### config.mk
export PLATFORM = sky130hd
export DESIGN_NAME = barrier_synced_global_tick_counter_core
export DESIGN_NICKNAME = d
export VERILOG_FILES = /design/src/rtl/bsgtc_pkg.sv /design/src/rtl/bsgtc_match.sv /design/src/rtl/barrier_synced_global_tick_counter_core.sv
export SDC_FILE = /design/constraint.sdc
export NUM_CORES = 1
export LEC_CHECK = 0
export CORE_MARGIN = 2
export CORE_UTILIZATION = 50
export CTS_CLUSTER_DIAMETER = 200
export DETAILED_ROUTE_END_ITERATION = 7
export DONT_BUFFER_PORTS = 1
export HOLD_SLACK_MARGIN = 0.15
export PLACE_DENSITY = 0.65
export SYNTH_ARGS = -nofsm -noshare
export SYNTH_HDL_FRONTEND = slang
export SYNTH_SLANG_ARGS = --single-unit
### constraint.sdc
create_clock -name clk -period 6.5 [get_ports clk]
set_input_delay 0.325 -clock clk [delete_from_list [all_inputs] [get_ports clk]]
set_output_delay 0.325 -clock clk [all_outputs]
set_load 0.02 [all_outputs]
### src/rtl/bsgtc_pkg.sv
// Shared types, widths, register indexes and reset values of the global tick counter.
package bsgtc_pkg;

	// Field and register widths
	localparam int CPU_ID_W  = 8;
	localparam int MAP_W     = 64;
	localparam int COUNT_W   = 4;
	localparam int STEP_W    = 32;
	localparam int CNT_W     = 64;
	localparam int CFG_IDX_W = 2;
	localparam int CFG_W     = 64;

	// Slot count the map can describe
	localparam int DEF_MAX_SLOTS = MAP_W / CPU_ID_W;

	// Register reset values
	localparam logic [MAP_W-1:0]   CORE_MAP_RST   = 64'h0000_0000_0302_0100;
	localparam logic [COUNT_W-1:0] CORE_COUNT_RST = 4'd4;
	localparam logic [STEP_W-1:0]  STEP_RST       = 32'd250;

	// Register indexes
	typedef enum logic [CFG_IDX_W-1:0] {
		REG_CORE_MAP   = 2'd0,
		REG_CORE_COUNT = 2'd1,
		REG_STEP       = 2'd2
	} reg_idx_t;

	// Result status codes
	typedef enum logic [1:0] {
		ST_UNKNOWN = 2'd0,
		ST_SKIP    = 2'd1,
		ST_ARRIVE  = 2'd2,
		ST_DONE    = 2'd3
	} status_t;

	// Decision handed from the slot matcher to the state logic
	typedef struct packed {
		status_t status;
		logic    upd;    // arrival marks take the new value
		logic    close;  // round completes with this tick
	} decision_t;

endpackage

### src/rtl/bsgtc_match.sv
// Slot lookup and round decision for one tick against the current arrival marks.
module bsgtc_match #(
	parameter int MAX_SLOTS = bsgtc_pkg::DEF_MAX_SLOTS
) (
	input  logic [bsgtc_pkg::CPU_ID_W-1:0] cpu_id,
	input  logic [bsgtc_pkg::MAP_W-1:0]    core_map,
	input  logic [bsgtc_pkg::COUNT_W-1:0]  core_count,
	input  logic [MAX_SLOTS-1:0]           marks,
	output bsgtc_pkg::decision_t           dec,
	output logic [MAX_SLOTS-1:0]           next_marks
);

	logic [bsgtc_pkg::COUNT_W-1:0] n_used;
	logic [MAX_SLOTS-1:0]          used;
	logic [MAX_SLOTS-1:0]          hit;
	logic [MAX_SLOTS-1:0]          merged;
	logic                          found;
	logic                          already;
	logic                          close;

	// Clamp the slot count to the slots this build holds
	assign n_used = (core_count > bsgtc_pkg::COUNT_W'(MAX_SLOTS)) ?
		bsgtc_pkg::COUNT_W'(MAX_SLOTS) : core_count;

	// Compare every slot in use, keep only the lowest match
	always_comb begin
		logic seen;
		seen = 1'b0;
		for (int i = 0; i < MAX_SLOTS; i++) begin
			used[i] = bsgtc_pkg::COUNT_W'(i) < n_used;
			hit[i]  = 1'b0;
			if (used[i] && !seen &&
			    core_map[i*bsgtc_pkg::CPU_ID_W +: bsgtc_pkg::CPU_ID_W] == cpu_id) begin
				hit[i] = 1'b1;
				seen   = 1'b1;
			end
		end
	end

	assign found   = |hit;
	assign already = |(hit & marks);
	assign merged  = marks | hit;
	assign close   = (merged & used) == used;

	// Pick status and next marks
	always_comb begin
		dec.upd    = 1'b0;
		dec.close  = 1'b0;
		next_marks = merged;
		if (!found) begin
			dec.status = bsgtc_pkg::ST_UNKNOWN;
		end else if (already) begin
			dec.status = bsgtc_pkg::ST_SKIP;
		end else if (close) begin
			dec.status = bsgtc_pkg::ST_DONE;
			dec.upd    = 1'b1;
			dec.close  = 1'b1;
			next_marks = '0;
		end else begin
			dec.status = bsgtc_pkg::ST_ARRIVE;
			dec.upd    = 1'b1;
		end
	end

endmodule

### src/rtl/barrier_synced_global_tick_counter_core.sv
// Top level of the lockstep global tick counter: config, state and result register.
//
//  channel | direction | handshake          | payload
//  --------+-----------+--------------------+-----------------------------------
//  cfg     | in        | cfg_we             | cfg_index, cfg_wdata
//  in      | in        | in_valid, in_stall | cpu_id
//  out     | out       | out_valid, out_stall | status, round_done, global_count
//
// One tick beat per cycle sustained while out is not stalled; a beat goes through the
// input register, then the result register, with the single lookup-and-add pass between.
// Reset clears arrival marks, both counters and loads the register reset values.
// A stalled result holds in the output register; the input register still takes
// a beat, and in_stall rises only when both registers are full and out is stalled.
module barrier_synced_global_tick_counter_core #(
	parameter int MAX_SLOTS = bsgtc_pkg::DEF_MAX_SLOTS
) (
	input  logic                             clk,
	input  logic                             arst_n,
	input  logic                             cfg_we,
	input  logic [bsgtc_pkg::CFG_IDX_W-1:0]  cfg_index,
	input  logic [bsgtc_pkg::CFG_W-1:0]      cfg_wdata,
	input  logic                             in_valid,
	output logic                             in_stall,
	input  logic [bsgtc_pkg::CPU_ID_W-1:0]   cpu_id,
	output logic                             out_valid,
	input  logic                             out_stall,
	output logic [1:0]                       status,
	output logic [bsgtc_pkg::CNT_W-1:0]      round_done,
	output logic [bsgtc_pkg::CNT_W-1:0]      global_count
);

	logic [bsgtc_pkg::MAP_W-1:0]    core_map_q;
	logic [bsgtc_pkg::COUNT_W-1:0]  core_count_q;
	logic [bsgtc_pkg::STEP_W-1:0]   step_q;

	logic                           valid_s1;
	logic [bsgtc_pkg::CPU_ID_W-1:0] cpu_id_s1;

	logic [MAX_SLOTS-1:0]           marks_q;
	logic [bsgtc_pkg::CNT_W-1:0]    rounds_q;
	logic [bsgtc_pkg::CNT_W-1:0]    global_q;

	logic                           out_valid_q;
	bsgtc_pkg::status_t             status_q;
	logic [bsgtc_pkg::CNT_W-1:0]    round_out_q;
	logic [bsgtc_pkg::CNT_W-1:0]    global_out_q;

	bsgtc_pkg::decision_t           dec;
	logic [MAX_SLOTS-1:0]           next_marks;
	logic                           out_free;
	logic                           take;
	logic [bsgtc_pkg::CNT_W-1:0]    rounds_nx;
	logic [bsgtc_pkg::CNT_W-1:0]    global_nx;

	// Handshake: the result register frees when empty or being drained
	assign out_free  = !out_valid_q || !out_stall;
	assign take      = valid_s1 && out_free;
	assign in_stall  = valid_s1 && !out_free;

	// Configuration registers
	always_ff @(posedge clk or negedge arst_n) begin
		if (!arst_n) begin
			core_map_q   <= bsgtc_pkg::CORE_MAP_RST;
			core_count_q <= bsgtc_pkg::CORE_COUNT_RST;
			step_q       <= bsgtc_pkg::STEP_RST;
		end else if (cfg_we) begin
			case (bsgtc_pkg::reg_idx_t'(cfg_index))
				bsgtc_pkg::REG_CORE_MAP:   core_map_q   <= cfg_wdata;
				bsgtc_pkg::REG_CORE_COUNT: core_count_q <= cfg_wdata[bsgtc_pkg::COUNT_W-1:0];
				bsgtc_pkg::REG_STEP:       step_q       <= cfg_wdata[bsgtc_pkg::STEP_W-1:0];
				default: ;
			endcase
		end
	end

	// Input register: take a beat whenever it is empty or moving on
	always_ff @(posedge clk or negedge arst_n) begin
		if (!arst_n) begin
			valid_s1 <= 1'b0;
		end else if (!in_stall) begin
			valid_s1 <= in_valid;
		end
	end

	always_ff @(posedge clk) begin
		if (!in_stall && in_valid) begin
			cpu_id_s1 <= cpu_id;
		end
	end

	// Lookup and round decision
	bsgtc_match #(
		.MAX_SLOTS (MAX_SLOTS)
	) u_match (
		.cpu_id     (cpu_id_s1),
		.core_map   (core_map_q),
		.core_count (core_count_q),
		.marks      (marks_q),
		.dec        (dec),
		.next_marks (next_marks)
	);

	// Advance counters on a closing tick
	assign rounds_nx = dec.close ? rounds_q + bsgtc_pkg::CNT_W'(1) : rounds_q;
	assign global_nx = dec.close ?
		global_q + bsgtc_pkg::CNT_W'(step_q) : global_q;

	// Round state
	always_ff @(posedge clk or negedge arst_n) begin
		if (!arst_n) begin
			marks_q  <= '0;
			rounds_q <= '0;
			global_q <= '0;
		end else if (take) begin
			if (dec.upd) begin
				marks_q <= next_marks;
			end
			rounds_q <= rounds_nx;
			global_q <= global_nx;
		end
	end

	// Result register
	always_ff @(posedge clk or negedge arst_n) begin
		if (!arst_n) begin
			out_valid_q <= 1'b0;
		end else if (out_free) begin
			out_valid_q <= valid_s1;
		end
	end

	always_ff @(posedge clk) begin
		if (take) begin
			status_q     <= dec.status;
			round_out_q  <= rounds_nx;
			global_out_q <= global_nx;
		end
	end

	assign out_valid    = out_valid_q;
	assign status       = status_q;
	assign round_done   = round_out_q;
	assign global_count = global_out_q;

	// Closing a round clears every arrival mark
	a_close_clears: assert property (@(posedge clk) disable iff (!arst_n)
		(take && dec.close) |=> (marks_q == '0))
		else $error("arrival marks not cleared after round close");

	// Round count only ever steps by one
	a_round_step: assert property (@(posedge clk) disable iff (!arst_n)
		!$stable(rounds_q) |-> (rounds_q == $past(rounds_q) + bsgtc_pkg::CNT_W'(1)))
		else $error("round count moved by other than one");

	// Global counter advances by the step on a close
	a_global_step: assert property (@(posedge clk) disable iff (!arst_n)
		(take && dec.close) |=>
		(global_q == $past(global_q) + bsgtc_pkg::CNT_W'($past(step_q))))
		else $error("global counter did not advance by the step amount");

	// Unknown or skipped ticks leave the round untouched
	a_no_change: assert property (@(posedge clk) disable iff (!arst_n)
		(take && (dec.status == bsgtc_pkg::ST_UNKNOWN || dec.status == bsgtc_pkg::ST_SKIP))
		|=> ($stable(marks_q) && $stable(rounds_q) && $stable(global_q)))
		else $error("state changed on an unknown or skipped tick");

endmodule
==> load_flow_metrics.sql <==
INSERT INTO impl_metrics (metric_group, metric, value, unit) VALUES
('floorplan', 'top_level_ports', '211', ''),
('timing', 'timing.slew.headroom', '0.325', ''),
('timing', 'finalSetupViolCount', '0', ''),
('detailed_routing', 'wire_length_per_cell_after_detailed_routing', '19.8', 'um'),
('critical_path', 'timing.setup.critical_path_class', 'reg2reg', ''),
('cts', 'post_cts_resize_count', '0', ''),
('floorplan', 'floorplan.initialDensity', '0.504', ''),
('critical_path', 'type_of_element_launching_the_critical_path', 'register', ''),
('detailed_routing', 'remaining_drc_errors', '0', ''),
('logic_synthesis', 'number_of_synthesized_flops_with_an_enable_pin', '138', ''),
('critical_path', 'worstSetupEndpointType', 'register', ''),
('floorplan', 'chipWidth', '198', 'um'),
('logic_synthesis', 'number_of_register_bits_inferred_by_synthesis', '376', ''),
('logic_synthesis', 'synth_sequential_area_ratio', '0.535', ''),
('cells_and_area', 'postLayoutCoreUtil', '0.574', ''),
('logic_synthesis', 'synth_cells', '1708', ''),
('grt', 'track_usage', '0.235', ''),
('logic_synthesis', 'synth.distinct_cells', '70', ''),
('cells_and_area', 'layout_commonest_cell', 'nand2_1', ''),
('grt', 'grt-ovfl-total', '0', ''),
('critical_path', 'critical_path.endpoint', 'global_count[20]', ''),
('cts', 'clk_pin_slew_worst_paths', '60', 'ps'),
('cells_and_area', 'post-route-cell-area', '21500', 'um^2'),
('place', 'placedInstanceArea', '19300', 'um^2'),
('critical_path', 'timing.critical_path.arrival', '5080', 'ps'),
('detailed_routing', 'drt_wl_total', '45800', 'um'),
('cts', 'cts_tree', 'built', ''),
('cells_and_area', 'post_route_cells_drive_above_1_share', '0.126', ''),
('power', 'pwr_density_cell', '269', 'nW/um^2'),
('place', 'place_worst_setup_slack', '1730', 'ps'),
('floorplan', 'die-area', '39400', 'um^2'),
('detailed_routing', 'postRouteAntennaNets', '0', ''),
('power', 'fin_total_pwr', '5.79', 'mW'),
('logic_synthesis', 'netlist_top_cells_area', 'dfrtp_1 30%, edfxtp_1 22%, mux2_2 7.0%', ''),
('critical_path', 'critPathBufInv', '3', ''),
('grt', 'grt_first_pass_wirelength', '72100', 'um'),
('cells_and_area', 'flow.area_growth_from_synthesis', '13.8', '%'),
('power', 'static-leakage-power', '9.13', 'nW'),
('critical_path', 'setup.worst_path.start', 'cpu_id_s1[3]', ''),
('critical_path', 'cp_cell_sequence', 'xor2_1 > or4_4 > or3_1 > a31o_1 > mux2_2 > or4_1 > buf_4 > inv_4 > nand3_4 > buf_4 > nand2_1 > o21ai_0', ''),
('logic_synthesis', 'synthesis.area_per_instance', '11.1', 'um^2'),
('logic_synthesis', 'syn-num-nets', '1821', ''),
('detailed_routing', 'vias', '12900', ''),
('run_status', 'outcome', 'complete, no violations', ''),
('detailed_routing', 'detail_route.iter0.violations', '689', ''),
('floorplan', 'placementRows', '71', ''),
('grt', 'grt_max_degree', '239', ''),
('flow_run', 'maxCapViolations', '0', ''),
('critical_path', 'worstPathRequired', '6790', 'ps'),
('timing', 'tightest_slew', '1010', 'ps'),
('timing', 'final_period_minus_worst_setup_slack', '4800', 'ps'),
('detailed_routing', 'detailedRoute.firstPassIterationCount', '6', ''),
('logic_synthesis', 'dominantRegCellSynth', 'dfrtp_1', ''),
('logic_synthesis', 'post_synth_instance_area', '18900', 'um^2'),
('cts', 'cts_root_buf', 'clkbuf_16', ''),
('place', 'place.detailed.hpwl', '30700', 'um'),
('detailed_routing', 'post_drt_via_cell_ratio', '5.57', ''),
('min_path', 'worstHoldPathType', 'in2reg', ''),
('logic_synthesis', 'async_reset_ff_frac', '0.633', ''),
('power', 'peak_vdd_ir', '0.211', 'mV'),
('critical_path', 'critical_path.reg2reg.startpoint', 'cpu_id_s1[3]', ''),
('grt', 'initial_antenna_violation_count', '2', ''),
('critical_path', 'critical-path-slowest-cell', 'edfxtp_1', ''),
('cts', 'cts.htree.levels', '2', ''),
('timing', 'post-route-period-util', '0.738', ''),
('logic_synthesis', 'yosysTopAreaCellShare', '0.300', ''),
('place', 'place.port_buffers', '0', ''),
('critical_path', 'reg2reg_slack', '1700', 'ps'),
('logic_synthesis', 'synth_warnings', '0', ''),
('critical_path', 'critPathTopFamily', 'simple AND/OR/NAND/NOR gates', ''),
('cts', 'cts-buffers-inserted', '41', '');
==> worst min path at each step <==
stage / startpoint / endpoint / cells after the start
4_1_cts: cfg_we / core_count_q[0] / 2
6_report: cfg_we / core_count_q[0] / 2
3_5_place_dp: arst_n / core_map_q[43] / 0
5_1_grt: cfg_we / core_count_q[0] / 2
3_3_place_gp: arst_n / core_map_q[43] / 0
2_1_floorplan: arst_n / core_count_q[0] / 0
==> cells in the mapped netlist (all sizes together) (32+ instances only) <==
cell type / number
nand2: 233
dfrtp: 227
xnor2: 150
edfxtp: 138
xor2: 131
mux2: 117
nor2: 89
nor3: 89
nand3: 81
nand4: 60
clkbuf: 46
a21oi: 40
ha: 33
buf: 32
==> logic make-up after synthesis <==
group / after synthesis / share of synthesized area
AO/OA/AOI/OAI: 129 / 0.0443
flip-flops: 376 / 0.535
multiplexers: 118 / 0.0702
adder cells (fa/ha/maj): 34 / 0.0229
AND/OR/NAND/NOR: 675 / 0.176
XOR/XNOR: 281 / 0.130
buffers and inverters: 95 / 0.0216
==> power breakdown <==
group | switching [mW] | leakage, nW | internal (mW)
Clock | 0.945 | 0.667 | 1.42
Sequential | 0.200 | 4.47 | 2.65
Combinational | 0.305 | 3.99 | 0.271
==> state kept, by name (all words and copies together), names as in the netlist <==
| name | count |
|---|---|
| core_count_q | 4 |
| core_map_q | 64 |
| cpu_id_s1 | 8 |
| global_count | 64 |
| global_q | 64 |
| marks_q | 8 |
| out_valid | 1 |
| round_done | 64 |
| rounds_q | 64 |
| status | 2 |
| step_q | 32 |
| valid_s1 | 1 |
==> worst register-to-register path: stages, from the launching register on <==
cell      delay [ps]
edfxtp_1         630
xor2_1           260
or4_4            560
or3_1            370
a31o_1           250
mux2_2           260
or4_1            510
buf_4            240
inv_4            170
nand3_4          590
buf_4            510
nand2_1           90
o21ai_0           70
==> per-stage QoR <==
step	hold slack, ps	std cells
final	189	2310
after global placement	36.7	2153
after floorplan	29.4	1708
after global routing	198	2307
after CTS	161	2305
after detailed placement	36.6	2153
==> layout make-up <==
type / instances / area, um^2
diodes: 4 / 10.0
repair buffers: 90 / 906
flip-flops and latches: 376 / 10100
multi-input cells: 1237 / 8420
well taps: 511 / 639
clock inverters: 11 / 146
fillers: 3223 / 16000
clock buffers: 64 / 1220
inverters: 17 / 71.3
==> layer usage <==
layer	GRT usage	up-vias	part of all wire
li1	-	6159	-
met1	0.315	6278	0.45
met2	0.383	342	0.47
met3	0.0485	81	0.054
met4	0.0757	0	0.024
met5	0	-	0
==> repair_timing <==
item                       4_1_cts  5_1_grt
hold buffers                    77        0
setup endpoints to repair        0        0
hold endpoints to repair       348        0
No activity file was read; power rests on OpenSTA's default activity.
